<file path="src/wda_pkg.sv">
package wda_pkg;

  // Largest device count handled; a larger request is saturated to it
  localparam int MAX_DEVICES = 64;
  localparam int NW          = $clog2(MAX_DEVICES + 1);
  localparam int CW          = 7;              // count and register width
  localparam int WW          = 17;             // Q1.16 weight width
  localparam int QW          = CW + 16;        // (count << 16) / N quotient width
  localparam int DW          = QW + 3;         // signed weight error width
  localparam int PW          = 2 * WW;         // shared multiplier product width

  localparam logic [WW-1:0] ONE_Q16   = WW'(65536);
  // floor(2^18 / 3), for division of an error magnitude by three
  localparam logic [WW-1:0] RECIP3    = WW'(87381);
  localparam int            RECIP3_SH = 18;

  // Configuration register indexes
  typedef enum logic [2:0] {
    REG_READ_MIN   = 3'd0,
    REG_READ_MAX   = 3'd1,
    REG_WRITE_MIN  = 3'd2,
    REG_WRITE_MAX  = 3'd3,
    REG_FORMAT_MIN = 3'd4,
    REG_FORMAT_MAX = 3'd5
  } reg_idx_t;

  // min(max(x, lo), hi): the upper bound wins on an inverted range
  function automatic logic [CW-1:0] clamp_cnt(input logic [CW-1:0] x,
                                              input logic [CW-1:0] lo,
                                              input logic [CW-1:0] hi);
    logic [CW-1:0] v;
    v = (x < lo) ? lo : x;
    return (v > hi) ? hi : v;
  endfunction

endpackage

</file>
<file path="src/weighted_device_apportion.sv">
// Channel  | Signals                         | Transaction
// ---------+---------------------------------+-------------------------------------
// s        | s_tvalid s_tready s_tdata[71:0] | one request: N, min sum, flags, weights
// m        | m_tvalid m_tready m_tdata[23:0] | one result: three device counts
// cfg      | psel penable pwrite paddr ...   | min and max registers, pready tied high
//
// A request with N of 0, 1 or 2 goes from acceptance through S_SMALL to the output register.
// Otherwise it computes the initial counts with the shared multiplier, trims one device
// at a time, runs the restoring divider (one quotient bit a cycle) for each count and for
// one over N, then adds one device at a time, each through the error and spread steps.
// Reset is synchronous and restores min 0 and max 64 for every class.
// s_tready is high only while idle; a waiting result in the output register does not
// block the next request, and the finished counts wait until that register is free.
module weighted_device_apportion (
  input  logic        clk,
  input  logic        rst,
  input  logic        s_tvalid,
  output logic        s_tready,
  // [6:0] device_count, [14:7] min_sum, [15] read_pending, [16] write_pending,
  // [17] format_pending, [34:18] read_weight, [51:35] write_weight,
  // [68:52] format_weight, [71:69] zero
  input  logic [71:0] s_tdata,
  output logic        m_tvalid,
  input  logic        m_tready,
  // [6:0] read_count, [13:7] write_count, [20:14] format_count, [23:21] zero
  output logic [23:0] m_tdata,
  input  logic        psel,
  input  logic        penable,
  input  logic        pwrite,
  input  logic [4:0]  paddr,
  input  logic [31:0] pwdata,
  output logic [31:0] prdata,
  output logic        pready
);
  import wda_pkg::*;

  typedef enum logic [12:0] {
    S_IDLE  = 13'b0000000000001,
    S_SMALL = 13'b0000000000010,
    S_MUL   = 13'b0000000000100,
    S_CLP   = 13'b0000000001000,
    S_TRIM  = 13'b0000000010000,
    S_DVL   = 13'b0000000100000,
    S_DIV   = 13'b0000001000000,
    S_CHK   = 13'b0000010000000,
    S_ERR   = 13'b0000100000000,
    S_SPM   = 13'b0001000000000,
    S_SPF   = 13'b0010000000000,
    S_ADJ   = 13'b0100000000000,
    S_FIN   = 13'b1000000000000
  } state_t;

  // configuration registers, index = class * 2 + (0 min, 1 max)
  logic [CW-1:0] cfg_reg [6];

  state_t state;
  logic          pick;           // choose-and-add cycle, after S_FIN
  logic          out_wait;       // counts final, waiting for the output register
  logic [NW-1:0] n;
  logic [2:0]    pend;
  logic [WW-1:0] w   [3];
  logic [CW-1:0] mn  [3];
  logic [CW-1:0] mx  [3];
  logic [CW-1:0] cnt [3];
  logic [QW-1:0] q   [3];
  logic [CW-1:0] r   [3];
  logic [QW-1:0] qone;
  logic [CW-1:0] rone;
  logic signed [DW-1:0] d [3];
  logic signed [DW-1:0] acc;
  logic [2:0]    m;
  logic [1:0]    fr;
  logic [1:0]    k;
  logic [1:0]    job;
  logic [4:0]    bc;
  logic [QW-1:0] dquo;
  logic [CW-1:0] drem;
  logic [PW-1:0] prod;

  // ---------------- configuration port ----------------
  logic [2:0] cidx;
  assign cidx   = paddr[4:2];
  assign pready = 1'b1;

  always_comb begin
    case (cidx)
      REG_READ_MIN:   prdata = {25'b0, cfg_reg[0]};
      REG_READ_MAX:   prdata = {25'b0, cfg_reg[1]};
      REG_WRITE_MIN:  prdata = {25'b0, cfg_reg[2]};
      REG_WRITE_MAX:  prdata = {25'b0, cfg_reg[3]};
      REG_FORMAT_MIN: prdata = {25'b0, cfg_reg[4]};
      REG_FORMAT_MAX: prdata = {25'b0, cfg_reg[5]};
      default:        prdata = 32'b0;
    endcase
  end

  always_ff @(posedge clk) begin
    if (rst) begin
      for (int i = 0; i < 3; i++) begin
        cfg_reg[2*i]   <= '0;
        cfg_reg[2*i+1] <= CW'(MAX_DEVICES);
      end
    end else if (psel && penable && pwrite && pready && cidx <= REG_FORMAT_MAX) begin
      cfg_reg[cidx] <= pwdata[CW-1:0];
    end
  end

  // ---------------- request decode ----------------
  logic [6:0]    in_n;
  logic [7:0]    in_msum;
  logic [NW-1:0] n_sat;
  logic [WW-1:0] in_w [3];
  logic          narrow;

  assign in_n    = s_tdata[6:0];
  assign in_msum = s_tdata[14:7];
  assign n_sat   = (in_n > 7'(MAX_DEVICES)) ? NW'(MAX_DEVICES) : NW'(in_n);
  assign in_w[0] = s_tdata[34:18];
  assign in_w[1] = s_tdata[51:35];
  assign in_w[2] = s_tdata[68:52];
  assign narrow  = ({1'b0, n_sat} < in_msum) && (n_sat > NW'(2));
  assign s_tready = (state == S_IDLE) && !pick && !out_wait;

  // ---------------- shared multiplier ----------------
  logic [DW-1:0] negd;
  logic [WW-1:0] mag;
  logic [WW-1:0] mul_a;
  logic [WW-1:0] mul_b;

  assign negd = DW'(-d[k]);
  assign mag  = negd[WW-1:0];

  always_comb begin
    if (state == S_SPM) begin
      mul_a = mag;
      mul_b = RECIP3;
    end else begin
      mul_a = w[k];
      mul_b = WW'(n);
    end
  end

  always_ff @(posedge clk) begin
    prod <= mul_a * mul_b;
  end

  // ---------------- small device counts ----------------
  logic [CW-1:0] sc  [3];
  logic [CW-1:0] sc2 [3];
  logic [2:0]    sm;

  always_comb begin
    for (int i = 0; i < 3; i++) begin
      sc[i] = pend[i] ? clamp_cnt(CW'(1), mn[i], mx[i]) : '0;
      sm[i] = (sc[i] == mx[i]) || !pend[i];
      sc2[i] = sc[i];
    end
    if (n == NW'(2)) begin
      if (w[0] > w[1]) begin
        if (!sm[0] && w[0] > w[2])      sc2[0] = CW'(2);
        else if (!sm[2] && w[2] > w[1]) sc2[2] = CW'(2);
        else if (!sm[1])                sc2[1] = CW'(2);
      end else begin
        if (!sm[1] && w[1] > w[2])      sc2[1] = CW'(2);
        else if (!sm[2] && w[2] > w[1]) sc2[2] = CW'(2);
        else if (!sm[0])                sc2[0] = CW'(2);
      end
    end
    if (n == '0) begin
      for (int i = 0; i < 3; i++) sc2[i] = '0;
    end
  end

  // ---------------- shared datapath helpers ----------------
  logic [8:0]    sum;
  logic [2:0]    mask;
  logic [1:0]    free_c;
  logic [7:0]    trial;
  logic [CW-1:0] raw;
  logic [15:0]   q0;
  logic [17:0]   r3;
  logic [WW-1:0] quo;
  logic signed [DW-1:0] top;
  logic          spread_any;

  assign sum   = 9'(cnt[0]) + 9'(cnt[1]) + 9'(cnt[2]);
  assign trial = {drem, dquo[QW-1]};
  assign raw   = prod[16+CW-1:16];
  assign q0    = prod[RECIP3_SH+15:RECIP3_SH];
  assign r3    = 18'(mag) - (18'({q0, 1'b0}) + 18'(q0));

  always_comb begin
    for (int i = 0; i < 3; i++) mask[i] = (cnt[i] == mx[i]) || !pend[i];
    free_c = 2'(!mask[0]) + 2'(!mask[1]) + 2'(!mask[2]);
    spread_any = 1'b0;
    for (int i = 0; i < 3; i++) begin
      if (mask[i] && pend[i] && ($signed({3'b0, q[i]}) < $signed({9'b0, w[i]})))
        spread_any = 1'b1;
    end
    case (fr)
      2'd1:    quo = mag;
      2'd2:    quo = mag >> 1;
      default: quo = (r3 >= 18'd3) ? WW'(q0 + 16'd1) : WW'(q0);
    endcase
    top = (d[0] > d[1]) ? d[0] : d[1];
    if (d[2] > top) top = d[2];
    top = top + $signed({9'b0, ONE_Q16});
  end

  // ---------------- sequencer ----------------
  always_ff @(posedge clk) begin
    if (rst) begin
      state    <= S_IDLE;
      pick     <= 1'b0;
      out_wait <= 1'b0;
      m_tvalid <= 1'b0;
    end else begin
      // deliver finished counts once the output register is free, else drop a taken result
      if (out_wait && (!m_tvalid || m_tready)) begin
        m_tdata  <= {3'b0, cnt[2], cnt[1], cnt[0]};
        m_tvalid <= 1'b1;
        out_wait <= 1'b0;
      end else if (m_tvalid && m_tready) begin
        m_tvalid <= 1'b0;
      end

      if (pick) begin
        // choose the most negative error and add one device
        pick <= 1'b0;
        if ((d[0] < 0 && d[0] < d[1]) || d[1] < 0 || d[2] < 0) begin
          logic [1:0]    sel;
          logic [CW:0]   rs;
          if (d[0] < 0 && d[0] < d[1]) sel = (d[0] < d[2]) ? 2'd0 : 2'd2;
          else if (d[1] < 0)           sel = (d[1] < d[2]) ? 2'd1 : 2'd2;
          else                         sel = 2'd2;
          rs = {1'b0, r[sel]} + {1'b0, rone};
          cnt[sel] <= cnt[sel] + CW'(1);
          if (rs >= (CW+1)'(n)) begin
            r[sel] <= CW'(rs - (CW+1)'(n));
            q[sel] <= q[sel] + qone + QW'(1);
          end else begin
            r[sel] <= CW'(rs);
            q[sel] <= q[sel] + qone;
          end
          state <= S_CHK;
        end else begin
          out_wait <= 1'b1;
          state    <= S_IDLE;
        end
      end else begin
        case (state)
          S_IDLE: begin
            if (s_tvalid && s_tready) begin
              n    <= n_sat;
              pend <= s_tdata[17:15];
              for (int i = 0; i < 3; i++) begin
                w[i]   <= (in_w[i] > ONE_Q16) ? ONE_Q16 : in_w[i];
                cnt[i] <= '0;
                if (narrow) begin
                  mx[i] <= cfg_reg[2*i];
                  mn[i] <= (cfg_reg[2*i] != '0) ? CW'(1) : '0;
                end else begin
                  mn[i] <= cfg_reg[2*i];
                  mx[i] <= cfg_reg[2*i+1];
                end
              end
              k     <= '0;
              state <= (n_sat <= NW'(2)) ? S_SMALL : S_MUL;
            end
          end
          S_SMALL: begin
            for (int i = 0; i < 3; i++) cnt[i] <= sc2[i];
            out_wait <= 1'b1;
            state    <= S_IDLE;
          end
          S_MUL: begin
            state <= S_CLP;
          end
          S_CLP: begin
            // initial count from floor(w * N)
            cnt[k] <= pend[k] ? clamp_cnt(raw, mn[k], mx[k]) : '0;
            if (k == 2'd2) state <= S_TRIM;
            else begin
              k     <= k + 2'd1;
              state <= S_MUL;
            end
          end
          S_TRIM: begin
            // drop one device, read first, while the total is over N
            if (sum > 9'(n) && (cnt[0] > mn[0] || cnt[1] > mn[1] || cnt[2] > mn[2])) begin
              if (cnt[0] > mn[0])      cnt[0] <= cnt[0] - CW'(1);
              else if (cnt[1] > mn[1]) cnt[1] <= cnt[1] - CW'(1);
              else                     cnt[2] <= cnt[2] - CW'(1);
            end else begin
              job   <= '0;
              state <= S_DVL;
            end
          end
          S_DVL: begin
            dquo  <= (job == 2'd3) ? QW'(ONE_Q16) : {cnt[job], 16'b0};
            drem  <= '0;
            bc    <= '0;
            state <= S_DIV;
          end
          S_DIV: begin
            // one quotient bit per cycle
            if (trial >= 8'(n)) begin
              drem <= CW'(trial - 8'(n));
              dquo <= {dquo[QW-2:0], 1'b1};
            end else begin
              drem <= trial[CW-1:0];
              dquo <= {dquo[QW-2:0], 1'b0};
            end
            if (bc == 5'(QW-1)) begin
              if (trial >= 8'(n)) begin
                if (job == 2'd3) begin
                  qone <= {dquo[QW-2:0], 1'b1};
                  rone <= CW'(trial - 8'(n));
                end else begin
                  q[job] <= {dquo[QW-2:0], 1'b1};
                  r[job] <= CW'(trial - 8'(n));
                end
              end else begin
                if (job == 2'd3) begin
                  qone <= {dquo[QW-2:0], 1'b0};
                  rone <= trial[CW-1:0];
                end else begin
                  q[job] <= {dquo[QW-2:0], 1'b0};
                  r[job] <= trial[CW-1:0];
                end
              end
              if (job == 2'd3) state <= S_CHK;
              else begin
                job   <= job + 2'd1;
                state <= S_DVL;
              end
            end else begin
              bc <= bc + 5'd1;
            end
          end
          S_CHK: begin
            if (sum >= 9'(n) || mask == 3'b111) begin
              out_wait <= 1'b1;
              state    <= S_IDLE;
            end else begin
              state <= S_ERR;
            end
          end
          S_ERR: begin
            // raw weight errors and the maxed set
            for (int i = 0; i < 3; i++)
              d[i] <= $signed({3'b0, q[i]}) - $signed({9'b0, w[i]});
            m     <= mask;
            fr    <= free_c;
            acc   <= '0;
            k     <= '0;
            state <= spread_any ? S_SPM : S_ADJ;
          end
          S_SPM: begin
            state <= S_SPF;
          end
          S_SPF: begin
            // spread a maxed class's deficit over the free classes
            if (m[k] && pend[k] && d[k] < 0)
              acc <= acc - $signed({9'b0, quo});
            if (k == 2'd2) state <= S_ADJ;
            else begin
              k     <= k + 2'd1;
              state <= S_SPM;
            end
          end
          S_ADJ: begin
            for (int i = 0; i < 3; i++) begin
              if (!m[i])        d[i] <= d[i] + acc;
              else if (pend[i]) d[i] <= '0;
            end
            state <= S_FIN;
          end
          S_FIN: begin
            // with no deficit anywhere, push free classes below the largest error
            if (d[0] >= 0 && d[1] >= 0 && d[2] >= 0) begin
              for (int i = 0; i < 3; i++)
                if (!m[i] && pend[i]) d[i] <= d[i] - top;
            end
            pick  <= 1'b1;
            state <= S_IDLE;
          end
          default: state <= S_IDLE;
        endcase
      end
    end
  end

endmodule

</file>
<file path="config.mk">
export PLATFORM = sky130hd
export DESIGN_NAME = weighted_device_apportion
export DESIGN_NICKNAME = d
export VERILOG_FILES = /design/src/wda_pkg.sv /design/src/weighted_device_apportion.sv
export SDC_FILE = /design/constraint.sdc
export NUM_CORES = 2
export LEC_CHECK = 0
export BUFFER_PORTS_ARGS = -buffer_cell sky130_fd_sc_hd__buf_2
export CORE_UTILIZATION = 36
export DETAILED_ROUTE_END_ITERATION = 10
export GPL_ROUTABILITY_DRIVEN = 0
export REMOVE_ABC_BUFFERS = 1
export SYNTH_ARGS = -nofsm -noshare
export SYNTH_HDL_FRONTEND = slang
export SYNTH_SLANG_ARGS = --single-unit
</file>
<file path="constraint.sdc">
create_clock -name clk -period 29.5 [get_ports clk]
set_input_delay 5.9 -clock clk [delete_from_list [all_inputs] [get_ports clk]]
set_output_delay 5.9 -clock clk [all_outputs]
set_load 0.02 [all_outputs]
</file>
==> impl_results.md <==
- Die area: 143100 sq um
- Synth Instances: 5623
- Least-Margin Pin Slew: 1.314 ns
- Via density: 5.607
- Fin. max-slew vios: 0
- FF-to-FF Start: d[1][25]$_DFFE_PP_
- Status: finished clean
- Critical Path Start: paddr[2]
- Post-layout minimum cycle time: 13.29 ns
- Initial DRC Count: 3691
- Area share of fa/ha/maj cells after synthesis: 0.2308
- Antenna violations before repair: 12
- Final ANT Viol Nets: 0
- DIE WIDTH: 378.2 microns
- Vias post-DR: 42677
- Post-Syn Area: 50960 sq um
- CP max stage delay: 0.46 ns
- Setup TNS: 0 ns
- Clk_lat worst skew: 0.72 ns
- Postcts setup bufs: 0
- DP HPWL: 133.9 mm
- CP cell instances: buf_2 > nor2b_1 > nand2b_1 > o221ai_1 > buf_2
- Synth Area in Simple Gates: 0.1572
- Hold Violations, Final: 0
- Worst EP arrival: 7.39 ns
- Final setup margin: 16.21 ns
- Max Freq: 75.26 MHz
- Worst-path clk slew: 0.06 ns
- Largest register FFs: 78
- DR WL/cell: 21.69 microns
- Maxcap violations: 0
- Worst setup path end: prdata[4]
- Critical Path Source Type: primary input
- Largest family of logic cells by synthesized area: adder cells
- Drt first pass iters: 5
- CTS max path bufs: 3
- CTS tree: done
- Remaining DRCs: 0
- Reg2reg end: d[2][23]$_DFFE_PP_
- Ys Warns: 0
- Pin count of the biggest net entering global routing: 73
- P_leak: 24.27 nW
- Setup CP Type: in2out
- FP Rows: 137
- R2r worst-path depth: 44
- Most common cell after layout, fill and taps aside: ha_1
- Worst Skew: 0.06714 ns
- DIE HEIGHT: 378.2 microns
- Initial Util: 0.3639
- GRT overflow: 0
- Ys flop type: edfxtp_1
- EDFF count, synth: 462
- Vias in the first global route: 41594
- Slowest stage cell on the critical path: buf_2
- Endpoints failing setup: 0
- Async SR Flop Fraction: 0
- Seq cells post-synth: 500
- Largest reg by FF count: d
- Sequential area share after synthesis: 0.2872
- Hold-fix buffers, CTS: 0
- Pwr dens: 65.91 nW/um^2
- Sink Count: 500
- Top post-synthesis cells by area: edfxtp_1 27%, ha_1 16%, fa_1 6.9%
- Reg2reg setup slack: 17.59 ns
- Post-Synth XOR/XNOR Area: 0.05861
- Gr usage total: 0.2285
- Synthesized area per cell: 9.063 sq um
- Rel. slew slack: 0.1157
- Ports: 175
- Post-Route WL: 165.1 mm
- Mux cell area share after synthesis: 0.03931
- Crit path max fanout: 21
- Hold slack: 0.4739 ns
- Pre-CTS setup slack: 16.25 ns
- RSZ-0062 raised after global routing: false
- Synth area leader: edfxtp_1
- Most used cell, CP: buf_2
- CTS Buf Count: 61
- CTS H-tree lvls: 2
- First-pass GRT wire length: 248.7 mm
- Area growth, synth to finish: 9.124%
- Top-area cell type share of the netlist area: 0.2722
- Worst endpoint required time: 23.60 ns
- Part of the cycle the worst path needs: 0.4504
- Most frequent cells in the layout: 657 x ha_1, 619 x inv_1, 486 x nor2_1, 462 x edfxtp_1, 406 x nand2_1
- Synth unique cells: 103
- VDD IR-drop max: 142.4 uV
- Worst hold path type: reg2reg
- Post-CTS Resized: 0
- Worst setup EP type: output pin
- Top Registers: d x78, q x69, w x51
- Core footprint: 140000 sq um
- Synth Area in Compound Gates: 0.1645
- CTS Root Cell: clkbuf_16
- Fraction of layout cells with a size suffix above 1: 0.06648
- IO Port Bufs: 115
- Nets: 6628
## routing by layer
| layer | GRT usage | routed length, microns | up-vias | part of all wire |
|---|---|---|---|---|
| li1 | - | - | 20156 | - |
| met1 | 0.3123 | 72270 | 20640 | 0.44 |
| met2 | 0.3668 | 74230 | 1591 | 0.45 |
| met3 | 0.03488 | 13050 | 276 | 0.079 |
| met4 | 0.07524 | 5470 | 14 | 0.033 |
| met5 | 0 | 83 | - | 0.00050 |
## where the power goes
part           switching (mW)  internal [mW]
clock                   0.340          0.429
combinational            1.17          0.789
sequential             0.0934          0.840
total                    1.61           2.06
## worst min path at each step
stage / from / to / cells past startpoint
2_1_floorplan: dquo[4]$_SDFFCE_PN0P_ / qone[5]$_DFFE_PP_ / 0
3_3_place_gp: dquo[12]$_SDFFCE_PN0P_ / qone[13]$_DFFE_PP_ / 0
3_5_place_dp: dquo[13]$_SDFFCE_PN0P_ / qone[14]$_DFFE_PP_ / 0
4_1_cts: dquo[12]$_SDFFCE_PN0P_ / qone[13]$_DFFE_PP_ / 0
5_1_grt: dquo[12]$_SDFFCE_PN0P_ / qone[13]$_DFFE_PP_ / 0
6_report: dquo[12]$_SDFFCE_PN0P_ / qone[13]$_DFFE_PP_ / 0
## logic make-up (layout without fill, tap and decap cells)
family,count (synthesis),after routing
AND/OR/NAND/NOR,1653,1653
AO/OA/AOI/OAI,1297,1297
adder cells (fa/ha/maj),835,835
buffers and inverters,813,894
flip-flops,500,500
XOR/XNOR,341,341
multiplexers,182,182
other,2,34
## critical path, delay by kind of cell
kind | cells | cell delay (ns)
buffers and inverters | 2 | 0.67
AO/OA/AOI/OAI | 1 | 0.27
AND/OR/NAND/NOR | 2 | 0.55
## area by class of cell
cell class | instances | area (sq um)
Clock inverter | 33 | 319.1
Fill cell | 13888 | 84440
Antenna cell | 5 | 12.51
Tap cell | 1876 | 2347
Multi-Input combinational cell | 4337 | 33370
Timing Repair Buffer | 158 | 898.4
Sequential cell | 500 | 14640
Clock buffer | 82 | 1685
Inverter | 621 | 2331
## per-stage QoR
stage / power, mW / std cells / util / instance area (sq um)
3_3_place_gp: 2.857 / 7492 / 0.3827 / 53590
2_1_floorplan: 2.292 / 5458 / - / 50220
6_report: 3.665 / 7612 / 0.3971 / 55610
4_1_cts: 3.670 / 7607 / 0.3970 / 55600
5_1_grt: 3.970 / 7607 / 0.3970 / 55600
3_5_place_dp: 2.880 / 7492 / 0.3827 / 53590
## cell usage after synthesis, types with 34 or more instances
cell      count
a21boi_0     52
nand2_1     407
nand2b_1     54
xor2_1      102
clkbuf_1    135
or3_1        43
and3_1       62
o21ai_0     314
o21a_1       62
o21bai_1     34
mux2_2       39
and2_1       56
a211oi_1     39
nand3_1      93
a221oi_1     52
nor4_1       39
nand4_1      46
edfxtp_1    462
a21o_1      113
mux2i_1     131
ha_1        657
nor2b_1     120
nor2_1      491
inv_1       619
a21oi_1     343
nor3_1      139
fa_1        176
xnor2_1     239
dfxtp_1      38
Power figures use the tool's default switching activity.
